File: src/rtl/sot2d_pkg.sv
// Shared types and constants for the 2D shape overlap tester.
// No dependencies; the stage modules and the top level use these by scoped name.

package sot2d_pkg;

	// Operation codes on the func field; other codes give no hit
	typedef enum logic [2:0] {
		FUNC_BOX_BOX       = 3'd0,
		FUNC_BOX_POINT     = 3'd1,
		FUNC_BOX_CIRCLE    = 3'd2,
		FUNC_CIRCLE_CIRCLE = 3'd3,
		FUNC_CIRCLE_POINT  = 3'd4
	} func_t;

	localparam int FUNC_BITS   = 3;
	localparam int NUM_CORNERS = 4;
	localparam int NUM_MAGS    = 4;

	// Slots of the axis distance vector: source box edge against dest center
	localparam int MAG_X0 = 0;
	localparam int MAG_X1 = 1;
	localparam int MAG_Y0 = 2;
	localparam int MAG_Y1 = 3;

	// Corner slots: (x0,y0) also serves the circle-circle and circle-point tests
	localparam int CORNER_X0Y0 = 0;
	localparam int CORNER_X1Y1 = 1;
	localparam int CORNER_X0Y1 = 2;
	localparam int CORNER_X1Y0 = 3;

	// Per-item control that rides the pipeline
	typedef struct packed {
		logic                   direct;       // hit decided by compares alone
		logic [NUM_CORNERS-1:0] corner_mask;  // corners whose distance test counts
	} ctl_t;

endpackage

File: src/rtl/sot2d_judge.sv
// Stage 3: corner distance sums against the squared radius; output register.
// Depends on sot2d_pkg.

module sot2d_judge #(
	parameter int COORD_BITS = 24
) (
	input  logic                                             clk,
	input  logic                                             arst_n,
	input  logic                                             en,
	input  logic                                             valid_s2,
	input  sot2d_pkg::ctl_t                                  ctl_s2,
	input  logic [sot2d_pkg::NUM_MAGS-1:0][2*COORD_BITS-1:0] sq_s2,
	input  logic [2*COORD_BITS-1:0]                          rsq_s2,
	output logic                                             valid_s3,
	output logic                                             hit_s3
);
	localparam int SW = 2 * COORD_BITS + 1;

	logic [SW-1:0] d2 [sot2d_pkg::NUM_CORNERS];
	logic [sot2d_pkg::NUM_CORNERS-1:0] near;
	logic hit;

	// Squared corner-to-center distance per corner
	assign d2[sot2d_pkg::CORNER_X0Y0] = {1'b0, sq_s2[sot2d_pkg::MAG_X0]}
		+ {1'b0, sq_s2[sot2d_pkg::MAG_Y0]};
	assign d2[sot2d_pkg::CORNER_X1Y1] = {1'b0, sq_s2[sot2d_pkg::MAG_X1]}
		+ {1'b0, sq_s2[sot2d_pkg::MAG_Y1]};
	assign d2[sot2d_pkg::CORNER_X0Y1] = {1'b0, sq_s2[sot2d_pkg::MAG_X0]}
		+ {1'b0, sq_s2[sot2d_pkg::MAG_Y1]};
	assign d2[sot2d_pkg::CORNER_X1Y0] = {1'b0, sq_s2[sot2d_pkg::MAG_X1]}
		+ {1'b0, sq_s2[sot2d_pkg::MAG_Y0]};

	always_comb begin
		for (int i = 0; i < sot2d_pkg::NUM_CORNERS; i++) begin
			near[i] = d2[i] <= {1'b0, rsq_s2};
		end
	end

	assign hit = ctl_s2.direct || |(ctl_s2.corner_mask & near);

	always_ff @(posedge clk or negedge arst_n) begin
		if (!arst_n) begin
			valid_s3 <= 1'b0;
		end else if (en) begin
			valid_s3 <= valid_s2;
		end
	end

	always_ff @(posedge clk) begin
		if (en && valid_s2) begin
			hit_s3 <= hit;
		end
	end

endmodule

File: config.mk
export PLATFORM = sky130hd
export DESIGN_NAME = sot2d_judge
export DESIGN_NICKNAME = d
export VERILOG_FILES = /design/src/rtl/sot2d_pkg.sv /design/src/rtl/sot2d_judge.sv
export SDC_FILE = /design/constraint.sdc
export NUM_CORES = 1
export LEC_CHECK = 0
export BUFFER_PORTS_ARGS = -buffer_cell sky130_fd_sc_hd__buf_2
export CELL_PAD_IN_SITES_DETAIL_PLACEMENT = 0
export CELL_PAD_IN_SITES_GLOBAL_PLACEMENT = 1
export CORE_UTILIZATION = 35
export CTS_CLUSTER_DIAMETER = 40
export DETAILED_ROUTE_END_ITERATION = 7
export PLACE_DENSITY_LB_ADDON = 0.1
export SYNTH_ARGS = -nofsm -noshare
export SYNTH_HDL_FRONTEND = slang
export SYNTH_SLANG_ARGS = --single-unit
File: constraint.sdc
create_clock -name clk -period 0.9 [get_ports clk]
set_input_delay 0.27 -clock clk [delete_from_list [all_inputs] [get_ports clk]]
set_output_delay 0.27 -clock clk [all_outputs]
set_load 0.02 [all_outputs]
# == Word level (Yosys, flattened, before mapping) ==
# Cells that the tools add are included.
# classes
addsub,4
mul,0
reduce_logical,3
order_cmp,4
mux,0
n_shift,0
n_eq_ne,0
n_div,0
bitwise,1
# ops
cell,count
48-bit by 48-bit adder with 49-bit output,4
49-bit by 48-bit less-or-equal comparator with 1-bit output,4
4-bit AND,1
4-bit OR reduction,1
1-bit logical AND,1
1-bit logical OR,1
# word_totals
rom_bits,0
regBits,2
mem_count,0
wordCells,14
latchBits,0
mem_bits_rw,0

# == Logic depth before layout (Yosys ltp) ==
# logic_depth
word_depth,5
ltp_mapped,22

# == Worst setup path before layout ==
# OpenSTA, ideal clock, no wires.
# synth_timing
path_type,input port to flip-flop
from,input port sq_s2[0] (netlist bit)
to,register hit_s3 (data pin)
path_buffers,0
slack_ps,-3733
t_arrival_ps,4362
setup_ps,271
cell_stages,21
cell_sequence,ha_1 fa_1 a21o_1 a21oi_1 nor2_1 o41ai_1 a21bo_2 o221ai_2 a31oi_1 o21ba_2 o21ai_0 xor2_1 ha_1 and4_1 nand3_1 nor3_1 nand2_1 or2_2 o221ai_1 a221o_1 o2111ai_1
# synth_between
elab_chain_len,5
elab_cells_between_ends,7
cone_classes,2 x add/sub; 2 x order compare; 1 x bitwise; 2 x reduce/logical
# synth_lines
item,line,text
start: declaration,sot2d_judge.sv:12,"input logic [sot2d_pkg::NUM_MAGS-1:0][2*COORD_BITS-1:0] sq_s2,"
48-bit by 48-bit adder with 49-bit output (on tied branches),"sot2d_judge.sv:25, sot2d_judge.sv:29",
49-bit by 48-bit less-or-equal comparator with 1-bit output,sot2d_judge.sv:35,"near[i] = d2[i] <= {1'b0, rsq_s2};"
4-bit AND (*),sot2d_judge.sv:39,assign hit = ctl_s2.direct || |(ctl_s2.corner_mask & near);
4-bit OR reduction (*),sot2d_judge.sv:39,
1-bit logical OR (*),sot2d_judge.sv:39,
via hit,sot2d_judge.sv:21,logic hit;
end signal: assignment,sot2d_judge.sv:51,hit_s3 <= hit;
end: declaration,sot2d_judge.sv:15,output logic hit_s3
# Mark *: on every way through the listed nets, which the timed path passes. The rest lies on a longest branch.
# A chain may end at the register's enable or synchronous reset.

# == Worst setup path in the final report ==
# Ends and elaborated chain as after synthesis.

==> impl_metrics.ini <==
[grt]
grt_usage_pct = 30.1
overflow = 0
antenna_found_initial = 0
grt_pass1_vias = 18600
grt_pass1_wl_mm = 98.8
grt_max_degree = 10

[timing]
finalHoldViolations = 0
finalMaxSlewViolations = 0
finalSetupViolCount = 3
min_period_over_period_pct = 545
setup_slack_ns = -4.00
fin_worst_skew_ns = 0
slew_headroom_pct = 55.4
fmax_ghz = 0.204
tns_ns = -4.33
timing.final.crit_period_ns = 4.90
tightestPinTransition_ns = 0.666
rsz0062_at_grt = yes

[yosys]
synth_area_um2 = 14400
ys.flop_type = edfxtp_1
ys_types = 88
synth_edf_count = 1
yosysSeqAreaShare_pct = 0.382
syn-num-nets = 2566
synth-async-reset-ratio_pct = 50.0
postSynthAreaPerCell_um2 = 7.47
synth_area_leaders = ha_1 33%, a21o_1 9.4%, a21oi_1 7.6%
netlist.top_cell.by_area = ha_1
synth_top_area_share_pct = 33.4
yosys_register_bits = 2
yosysMostFrequentCell = ha_1
netlist_top_cells_count = 384 x ha_1, 220 x a21oi_1, 180 x a21o_1
syn_inst = 1929
ys_warn_count = 0

[status]
status = finished with violations
violations = negative setup slack

[power]
power_frac_seq_pct = 0.6
switching_share_pct = 48.0
clockPowerShare_pct = 3.5
power.density_nw_per_um2 = 899
ir_drop_v = 0.000471
comb_power_share_pct = 96.0
switchingPower_uw = 9990
leakage_uw = 0.0126
power.internal_uw = 10800

[hold_path]
hold_depth = 2
hold_path_class = in -> reg
hp-start = valid_s2
hold_end = valid_s3

[setup_path]
r2r_setup_slack_ns = 0.02
critPathCaptureType = flop
timing.critical_path.buf_inv = 4
cp_slowest_cell = fa_2
r2r_cells = 2
arrival_ns = 4.86
r2r-start = valid_s3
cp_top_family = compound AO/OA/AOI/OAI gates
start_kind = input port
required_ns = 0.86
worstSetupPathType = in -> reg
slowest_delay_ns = 0.38
crit_path_max_fanout = 3
cp_common_cell = buf_4
regToRegEndpoint = valid_s3

[placement]
place_inst = 3485
dp_hpwl_mm = 58.9
place_congestion = 0.972
port_buffers = 250

[cells_and_area]
drive_gt1_share_pct = 40.0
multi_input_area_um2 = 14400
antenna_cells = 0
seqCellArea_um2 = 55.1
areaGrowthSynthToFinish_pct = 60.9
fillers = 3906
nets = 3623
fin_cells = 3510

[clock_tree]
root_buffer = clkbuf_16
clk_latency_ns = 0.22
cts_tree = built
clock_tree.buffer_depth = 2
h-tree-depth = 1
clkSinkCount = 2
numCtsBuffers = 3
clk_pin_slew_worst_paths_ns = 0.03

[flow_run]
max-cap-violations = 0

[die]
start_util_pct = 35.8
die_h_um = 205
io_pins = 251
dieWidth_um = 205
rows = 73
die_area_um2 = 42000
core_um2 = 40200

[detailed_routing]
wl_mm = 65.0
first_pass_iters = 5
vias_per_cell = 5.36
drt_iter0_markers = 1029
wl_per_cell_um = 18.5
routed-via-count = 18800
ant_nets = 0
drc_errors = 0
==> power groups by stage <==
stage                     Combinational [uW]  Clock (uW)  Sequential (uW)
after global placement                 18700           0              117
after global routing                   21900         729              119
final                                  20000         722              119
after CTS                              19600         727              118
after detailed placement               19000           0              118
after floorplan                        10200           0              125
==> flip-flops by register name, indices dropped and copies added, names as in the netlist <==
signal / cells
hit_s3: 1
valid_s3: 1
==> per-layer routing <==
| metal | vias up | GRT usage (%) | wire, um |
|---|---|---|---|
| li1 | 9505 | - | - |
| met1 | 8831 | 42.2 | 31500 |
| met2 | 423 | 51.7 | 29800 |
| met3 | 70 | 0.573 | 2480 |
| met4 | 0 | 5.16 | 1290 |
| met5 | - | 0 | 0 |
==> cell usage in the layout, fill, tap and decap left out, types with 59 or more instances in the layout <==
cell / count
inv_1: 109
nand2_1: 93
buf_2: 247
xnor2_1: 111
nor2_1: 106
o21ai_0: 86
buf_4: 822
a21oi_1: 203
ha_1: 375
nand4_1: 59
a21o_1: 180
==> what timing repair did <==
item / CTS / global route
hold endpoints to repair: 1 / 0
pin swaps: 47 / 35
buffers inserted: 12 / 8
hold buffers: 1 / 0
cloned: 0 / 0
setup endpoints to repair: 3 / 3
resized for setup: 51 / 40
==> how the worst max path moves through the flow <==
stage / cells past startpoint / end / startpoint / slack (ns)
floorplan: 21 / hit_s3 / sq_s2[48] / -3.29
global placement: 21 / hit_s3 / sq_s2[150] / -4.77
detailed placement: 22 / hit_s3 / sq_s2[96] / -4.73
CTS: 23 / hit_s3 / sq_s2[144] / -3.95
global route: 25 / hit_s3 / sq_s2[0] / -4.13
finish: 25 / hit_s3 / sq_s2[0] / -4.00
==> worst register-to-register path, cell delays in order, from the launching register on <==
cell and delay (ns):
dfrtp_1 0.38, buf_4 0.13, mux2_2 0.25
==> layout make-up <==
type	instances	area share (%)
inverters	109	1.77
multi-input cells	1789	62.1
flip-flops and latches	2	0.238
clock buffers	4	0.340
repair buffers	1081	32.8
well taps	525	2.83
==> stage by stage <==
step,setup slack [ns],instance area (um2),util [%],hold WS (ns),total power (uW)
floorplan,-3.29,14600,-,-0.0256,10300
global placement,-4.77,22500,56.0,0.0450,18800
detailed placement,-4.73,22500,56.0,0.0458,19200
CTS,-3.95,22900,57.0,0.290,20400
global route,-4.13,23200,57.7,0.299,22800
finish,-4.00,23200,57.7,0.290,20800
==> logic make-up (layout without fill, tap and decap cells) <==
group,Yosys count,after routing,share of synthesized area [%]
compound gates,738,738,33.9
flops,2,2,0.382
simple gates,493,493,17.7
fa+ha+maj,388,388,33.9
mux,4,4,0.287
buf+inv,138,1194,3.66
xor+xnor,166,166,10.1
Note: power is estimated with default switching activity, not from simulation.
