$ cat src/rtl/sot2d_pkg.sv
// Shared types and constants for the 2D shape overlap tester.
// No dependencies; the stage modules and the top level use these by scoped name.

package sot2d_pkg;

	// Operation codes on the func field; other codes give no hit
	typedef enum logic [2:0] {
		FUNC_BOX_BOX       = 3'd0,
		FUNC_BOX_POINT     = 3'd1,
		FUNC_BOX_CIRCLE    = 3'd2,
		FUNC_CIRCLE_CIRCLE = 3'd3,
		FUNC_CIRCLE_POINT  = 3'd4
	} func_t;

	localparam int FUNC_BITS   = 3;
	localparam int NUM_CORNERS = 4;
	localparam int NUM_MAGS    = 4;

	// Slots of the axis distance vector: source box edge against dest center
	localparam int MAG_X0 = 0;
	localparam int MAG_X1 = 1;
	localparam int MAG_Y0 = 2;
	localparam int MAG_Y1 = 3;

	// Corner slots: (x0,y0) also serves the circle-circle and circle-point tests
	localparam int CORNER_X0Y0 = 0;
	localparam int CORNER_X1Y1 = 1;
	localparam int CORNER_X0Y1 = 2;
	localparam int CORNER_X1Y0 = 3;

	// Per-item control that rides the pipeline
	typedef struct packed {
		logic                   direct;       // hit decided by compares alone
		logic [NUM_CORNERS-1:0] corner_mask;  // corners whose distance test counts
	} ctl_t;

endpackage

$ cat src/rtl/sot2d_prep.sv
// Stage 1: box compares, axis distances and radius select.
// Depends on sot2d_pkg.

module sot2d_prep #(
	parameter int COORD_BITS = 24
) (
	input  logic                                        clk,
	input  logic                                        arst_n,
	input  logic                                        en,
	input  logic                                        in_valid,
	input  logic [sot2d_pkg::FUNC_BITS-1:0]             func,
	input  logic signed [COORD_BITS-1:0]                src_x0,
	input  logic signed [COORD_BITS-1:0]                src_y0,
	input  logic signed [COORD_BITS-1:0]                src_x1,
	input  logic signed [COORD_BITS-1:0]                src_y1,
	input  logic [COORD_BITS-2:0]                       src_radius,
	input  logic signed [COORD_BITS-1:0]                dst_x0,
	input  logic signed [COORD_BITS-1:0]                dst_y0,
	input  logic signed [COORD_BITS-1:0]                dst_x1,
	input  logic signed [COORD_BITS-1:0]                dst_y1,
	input  logic [COORD_BITS-2:0]                       dst_radius,
	output logic                                        valid_s1,
	output sot2d_pkg::ctl_t                             ctl_s1,
	output logic [sot2d_pkg::NUM_MAGS-1:0][COORD_BITS-1:0] mag_s1,
	output logic [COORD_BITS-1:0]                       rad_s1
);
	localparam int W = COORD_BITS;

	// One extra bit keeps differences and grown bounds exact
	logic signed [W:0] sx0, sy0, sx1, sy1, cx, cy, dx1e, dy1e, dre;
	logic signed [W:0] diff [sot2d_pkg::NUM_MAGS];
	logic [sot2d_pkg::NUM_MAGS-1:0][W-1:0] mag;
	logic signed [W:0] gx0, gy0, gx1, gy1;
	logic box_box, box_point, slab, grown;
	logic [W-1:0] rad;
	sot2d_pkg::ctl_t ctl;

	assign sx0  = {src_x0[W-1], src_x0};
	assign sy0  = {src_y0[W-1], src_y0};
	assign sx1  = {src_x1[W-1], src_x1};
	assign sy1  = {src_y1[W-1], src_y1};
	assign cx   = {dst_x0[W-1], dst_x0};
	assign cy   = {dst_y0[W-1], dst_y0};
	assign dx1e = {dst_x1[W-1], dst_x1};
	assign dy1e = {dst_y1[W-1], dst_y1};
	assign dre  = {2'b00, dst_radius};

	// Source box edges against the dest center, as magnitudes
	assign diff[sot2d_pkg::MAG_X0] = sx0 - cx;
	assign diff[sot2d_pkg::MAG_X1] = sx1 - cx;
	assign diff[sot2d_pkg::MAG_Y0] = sy0 - cy;
	assign diff[sot2d_pkg::MAG_Y1] = sy1 - cy;

	always_comb begin
		logic signed [W:0] neg;
		for (int i = 0; i < sot2d_pkg::NUM_MAGS; i++) begin
			neg    = -diff[i];
			mag[i] = diff[i][W] ? neg[W-1:0] : diff[i][W-1:0];
		end
	end

	// Box compares, inclusive bounds
	assign box_box   = !(sx0 > dx1e || sx1 < cx || sy0 > dy1e || sy1 < cy);
	assign box_point = sx0 <= cx && sx1 >= cx && sy0 <= cy && sy1 >= cy;
	assign slab      = (sx0 <= cx && sx1 >= cx) || (sy0 <= cy && sy1 >= cy);
	assign gx0       = sx0 - dre;
	assign gy0       = sy0 - dre;
	assign gx1       = sx1 + dre;
	assign gy1       = sy1 + dre;
	assign grown     = gx0 <= cx && gx1 >= cx && gy0 <= cy && gy1 >= cy;

	// Per-operation control and radius
	always_comb begin
		ctl.direct      = 1'b0;
		ctl.corner_mask = '0;
		rad             = '0;
		case (sot2d_pkg::func_t'(func))
			sot2d_pkg::FUNC_BOX_BOX: begin
				ctl.direct = box_box;
			end
			sot2d_pkg::FUNC_BOX_POINT: begin
				ctl.direct = box_point;
			end
			sot2d_pkg::FUNC_BOX_CIRCLE: begin
				rad = {1'b0, dst_radius};
				if (slab) begin
					ctl.direct = grown;
				end else begin
					ctl.corner_mask = '1;
				end
			end
			sot2d_pkg::FUNC_CIRCLE_CIRCLE: begin
				rad = {1'b0, src_radius} + {1'b0, dst_radius};
				ctl.corner_mask[sot2d_pkg::CORNER_X0Y0] = 1'b1;
			end
			sot2d_pkg::FUNC_CIRCLE_POINT: begin
				rad = {1'b0, src_radius};
				ctl.corner_mask[sot2d_pkg::CORNER_X0Y0] = 1'b1;
			end
			default: begin
				ctl.direct = 1'b0;
			end
		endcase
	end

	always_ff @(posedge clk or negedge arst_n) begin
		if (!arst_n) begin
			valid_s1 <= 1'b0;
		end else if (en) begin
			valid_s1 <= in_valid;
		end
	end

	always_ff @(posedge clk) begin
		if (en && in_valid) begin
			ctl_s1 <= ctl;
			mag_s1 <= mag;
			rad_s1 <= rad;
		end
	end

endmodule

$ cat config.mk
export PLATFORM = sky130hd
export DESIGN_NAME = sot2d_prep
export DESIGN_NICKNAME = d
export VERILOG_FILES = /design/src/rtl/sot2d_pkg.sv /design/src/rtl/sot2d_prep.sv
export SDC_FILE = /design/constraint.sdc
export NUM_CORES = 1
export LEC_CHECK = 0
export BUFFER_PORTS_ARGS = -buffer_cell sky130_fd_sc_hd__clkbuf_2
export CORE_MARGIN = 2
export CORE_UTILIZATION = 63
export CTS_BUF_LIST = sky130_fd_sc_hd__clkbuf_16
export DETAILED_ROUTE_END_ITERATION = 10
export GPL_ROUTABILITY_DRIVEN = 0
export HOLD_SLACK_MARGIN = 0.1
export PLACE_DENSITY = 0.92
export SLEW_MARGIN = 20
export SYNTH_ARGS = -nofsm -noshare
export SYNTH_HDL_FRONTEND = slang
export SYNTH_SLANG_ARGS = --single-unit
$ cat constraint.sdc
create_clock -name clk -period 2.15 [get_ports clk]
set_input_delay 0.43 -clock clk [delete_from_list [all_inputs] [get_ports clk]]
set_output_delay 0.43 -clock clk [all_outputs]
set_load 0.005 [all_outputs]
==> results of run 1 <==
-- cells by family after synthesis --
group                    count (synthesis)  synth area share (%)
AO/OA/AOI/OAI                          739                  23.7
XOR/XNOR                               260                  11.4
adder cells (fa/ha/maj)                372                  23.5
buffers and inverters                  248                  5.01
flip-flops                             124                  18.5
multiplexers                            24                  1.22
AND/OR/NAND/NOR                        669                  16.8
-- cells in the mapped netlist (28+ instances only) --
library cell and count:
nand2b_1 30, xnor2_1 172, a31oi_1 39, a21oi_1 210, and3_1 28, nor3_1 45
o21a_1 35, inv_1 207, nand2_1 153, o21ai_0 144, ha_1 363, a21o_1 121
nor2b_1 50, nand4_1 53, nor2_1 154, nand3_1 63, xor2_1 87, edfxtp_1 123
-- stage by stage --
step | hold WS [ns] | util [%] | cell area [sq um]
after detailed placement | 0.210 | 94.7 | 29800
after global placement | 0.205 | 94.7 | 29800
after floorplan | 0.134 | - | 21200
==> metrics.cfg, run 1 <==
[cts]
h-tree-depth=4
cts_made_buffers=17
cts_max_path_buffers=2
hold_buffers=1
cts_sinks=124
root_buffer=clkbuf_16
cts_resized=317
cts_setup_buffers=81

[status]
firstError=[ERROR DPL-0038] Utilization greater than 100%, impossible to legalize
stop_stage=4_1_cts
outcome=did not finish

[placement]
pre_cts_slack_ns=-3.51
port_buffers=370
dp.cells=4027
dpl.hpwl_mm=91.5

[logic_synthesis]
syn_inst=2436
synth-edff-count=123
synth_fp_nets=3053
ys_types=92
async_flop_share_pct=0.806
yosysWarningCount=0
syn_area_per_cell_sq_um=8.26
synth-seq-cells=124
synth_top_area_share_pct=22.6
yosysSeqAreaShare_pct=18.5
synth_area_leaders=ha_1, edfxtp_1, xnor2_1, a21oi_1, a21o_1
synth_top_cell_by_area=ha_1
synth_area_sq_um=20100
ys.flop_type=edfxtp_1

[die]
initial_core_util_pct=63.9
chipWidth_um=183
fp.dieH_um=183
io_pins=371
row_count=65

==> run 2: changes to the inputs <==
--- a/config.mk
+++ b/config.mk
@@ -7,12 +7,10 @@
 export LEC_CHECK = 0
 export BUFFER_PORTS_ARGS = -buffer_cell sky130_fd_sc_hd__clkbuf_2
 export CORE_MARGIN = 2
-export CORE_UTILIZATION = 63
-export CTS_BUF_LIST = sky130_fd_sc_hd__clkbuf_16
+export CORE_UTILIZATION = 40
 export DETAILED_ROUTE_END_ITERATION = 10
 export GPL_ROUTABILITY_DRIVEN = 0
-export HOLD_SLACK_MARGIN = 0.1
-export PLACE_DENSITY = 0.92
+export PLACE_DENSITY_LB_ADDON = 0.15
 export SLEW_MARGIN = 20
 export SYNTH_ARGS = -nofsm -noshare
 export SYNTH_HDL_FRONTEND = slang
==> metrics.cfg, run 2 <==
[route]
drt-total-wl_mm=88.1
drc=0
viasPerCell=5.43
vias=24100
ant_nets=0
drtIter0Drc=1735
post_drt_wl_per_cell_um=19.8
firstDrtPassIters=5

[cts]
clock_latency_ns=0.50
root_buffer=clkbuf_16
cts_tree=done
cts_sinks=124  ; unchanged
cts_max_path_buffers=2  ; unchanged
h-tree-depth=4  ; unchanged
cts_made_buffers=17  ; unchanged
cts.clk_slew.worst_paths_ns=0.07

[sta]
setup-violations-final=112
period_share_pct=209
rsz0062_at_grt=true
slew_headroom_pct=25.2
max_freq_ghz=0.223
setup_ws_ns=-2.34
finalHoldViolCount=0
drv_slew=0
layout_min_cycle_time_ns=4.49
worstMarginPinSlew_ns=1.09
worst_clock_skew_ns=0

[worst_setup_path]
worstPathArrival_ns=4.84
worst_path_max_delay_cell=fa_2
crit_cells=22
r2r_cells=1
cpPeakStageDelay_ns=0.42
r2r-start=valid_s1
crit_start=src_y0[1]
worstPathCellList=buf_2 > inv_1 > fa_2 > nand2b_4 > a21boi_4 > o21ai_2 > a21oi_2 > a31oi_4 > o31a_1 > a21oi_2 > a41oi_2 > a211o_1 > xnor2_2 > ha_1 > nand3_2 > nor4_4 > nand3_1 > o221ai_1 > nand3_1 > nor4_4 > nand2_1 > o211ai_1
cp-start-kind=input pin
crit_fanout=3
required_ns=2.50
path_class=in -> reg
path_buf_inv=2
end_kind=flop
cp_top_family=compound AO/OA/AOI/OAI gates

[min_path]
holdCritPathClass=in -> reg
holdPathStages=2
min_from=in_valid

[logic_synthesis]
synth-edff-count=123  ; unchanged
ys_types=92  ; unchanged
synth-seq-cells=124  ; unchanged
synth_area_sq_um=20100  ; unchanged
synth_top_area_share_pct=22.6  ; unchanged
yosysSeqAreaShare_pct=18.5  ; unchanged
ys.flop_type=edfxtp_1
synth_fp_nets=3053  ; unchanged
syn_inst=2436  ; unchanged
async_flop_share_pct=0.806  ; unchanged
yosysMostFrequentCell=ha_1
synth_area_leaders=ha_1, edfxtp_1, xnor2_1, a21oi_1, a21o_1
synth_commonest_cells=ha_1, a21oi_1, inv_1
syn_area_per_cell_sq_um=8.26  ; unchanged
synth_top_cell_by_area=ha_1
yosysWarningCount=0  ; unchanged

[power]
ir_drop_mv=0.634
p_leak_nw=16.5
switching_power_mw=7.01
p_clk_share_pct=17.4
finalPower_mw=17.4
internal_power_mw=10.4
p_seq_share_pct=18.7
power_frac_comb_pct=63.9
p_per_area_nw_per_um2=518
switching_share_pct=40.2

[layout]
stdcell_count=4441
nets=4368
largest-register=mag_s1
area.growth.synth_to_final_pct=67.0
reg_top3=mag_s1: 96 flops, rad_s1: 24 flops, ctl_s1: 3 flops
drive_gt1_share_pct=46.0
final_area_sq_um=33600
largest_reg_flops=96
mostFrequentLayoutCells=buf_4, clkbuf_2, ha_1, inv_1, a21oi_1
fill_cells=4084
final_common_cell=buf_4

[global_routing]
grt_max_degree=70
grt_use_total_pct=32.7
grt_pass1_wl_mm=132
grt_overflow=0
antenna_found_initial=7
grt_pass1_vias=24200

[die]
fp.dieH_um=228  ; +25%
dieArea_sq_um=52100
row_count=82  ; +26%
chipWidth_um=228  ; +25%
io_pins=371  ; unchanged
initial_core_util_pct=40.3  ; -24 points
core_sq_um=49900

[run]
drv_cap=0

[placement]
port_buffers=370  ; unchanged
place_area_sq_um=30200  ; +1.5%
dp.cells=4310  ; +7.0%
dpl.hpwl_mm=71.6  ; -22%

[status]
violations=setup timing
outcome=finished, violations left

## run 2: power groups by stage
stage	combinational, mW	clock (mW)	sequential (mW)
finish	11.1	3.03	3.25
global route	12.0	3.16	3.28
global placement	9.34	0	3.30
detailed placement	9.60	0	3.31
CTS	10.5	3.09	3.26
floorplan	5.11	0	3.32
## run 2: per-stage QoR
stage / util (%) / hold WS [ns] / setup slack (ns) / setup TNS (ns)
6_report: 67.4 / 0.180 / -2.34 / -98.53
5_1_grt: 67.4 / 0.180 / -2.60 / -107.00
4_1_cts: 65.7 / 0.157 / -2.21 / -94.18
3_5_place_dp: 60.6 / 0.207 / -3.05 / -161.91
3_3_place_gp: 60.6 / 0.206 / -2.95 / -155.47
2_1_floorplan: - / 0.134 / -2.26 / -85.54
## run 2: kinds of logic (layout without fill, tap and decap cells)
group	count (synthesis)	in the layout	share of synthesized area (%)
compound gates	739	739	23.7
simple gates	669	669	16.8
fa+ha+maj	372	372	23.5
xor+xnor	260	260	11.4
buf+inv	248	1576	5.01
flops	124	124	18.5
mux	24	24	1.22
other cells	0	5	0
## run 2: path summary, 6_finish.rpt
path | end | slack, ns
setup / recovery | ctl_s1[4] | -2.34
setup reg to reg | valid_s1 | 1.39
hold / removal | valid_s1 | 0.18
max in group asynchronous | valid_s1 | 1.83
min in group asynchronous | valid_s1 | 0.23
hold reg to reg | valid_s1 | 0.53
## run 2: timing repair
action,CTS,global route
hold endpoints to repair,1,0
pin swaps,127,101
endpoints found under the setup margin,111,113
hold buffers,1,0
buffers inserted,67,36
cloned,8,0
gates resized for setup,251,143
## run 2: final cells by class
| class | count | area [sq um] | area share, % |
|---|---|---|---|
| multi-input combinational | 2064 | 17900 | 53.1 |
| timing repair buffer | 1337 | 9760 | 29.0 |
| sequential | 124 | 3720 | 11.1 |
| inverter | 207 | 843 | 2.51 |
| tap | 672 | 841 | 2.50 |
| clock buffer | 17 | 425 | 1.27 |
| clock inverter | 15 | 150 | 0.447 |
| antenna | 5 | 12.5 | 0.0372 |
## run 2: metal layers
layer	global-route usage, %	vias up	part of all wire [%]
met3	5.75	220	7.0
met2	51.0	865	44
met5	0	-	0
met4	16.7	0	5.1
met1	43.4	11400	44
li1	-	11600	-
Note: power is estimated with default switching activity, not from simulation.
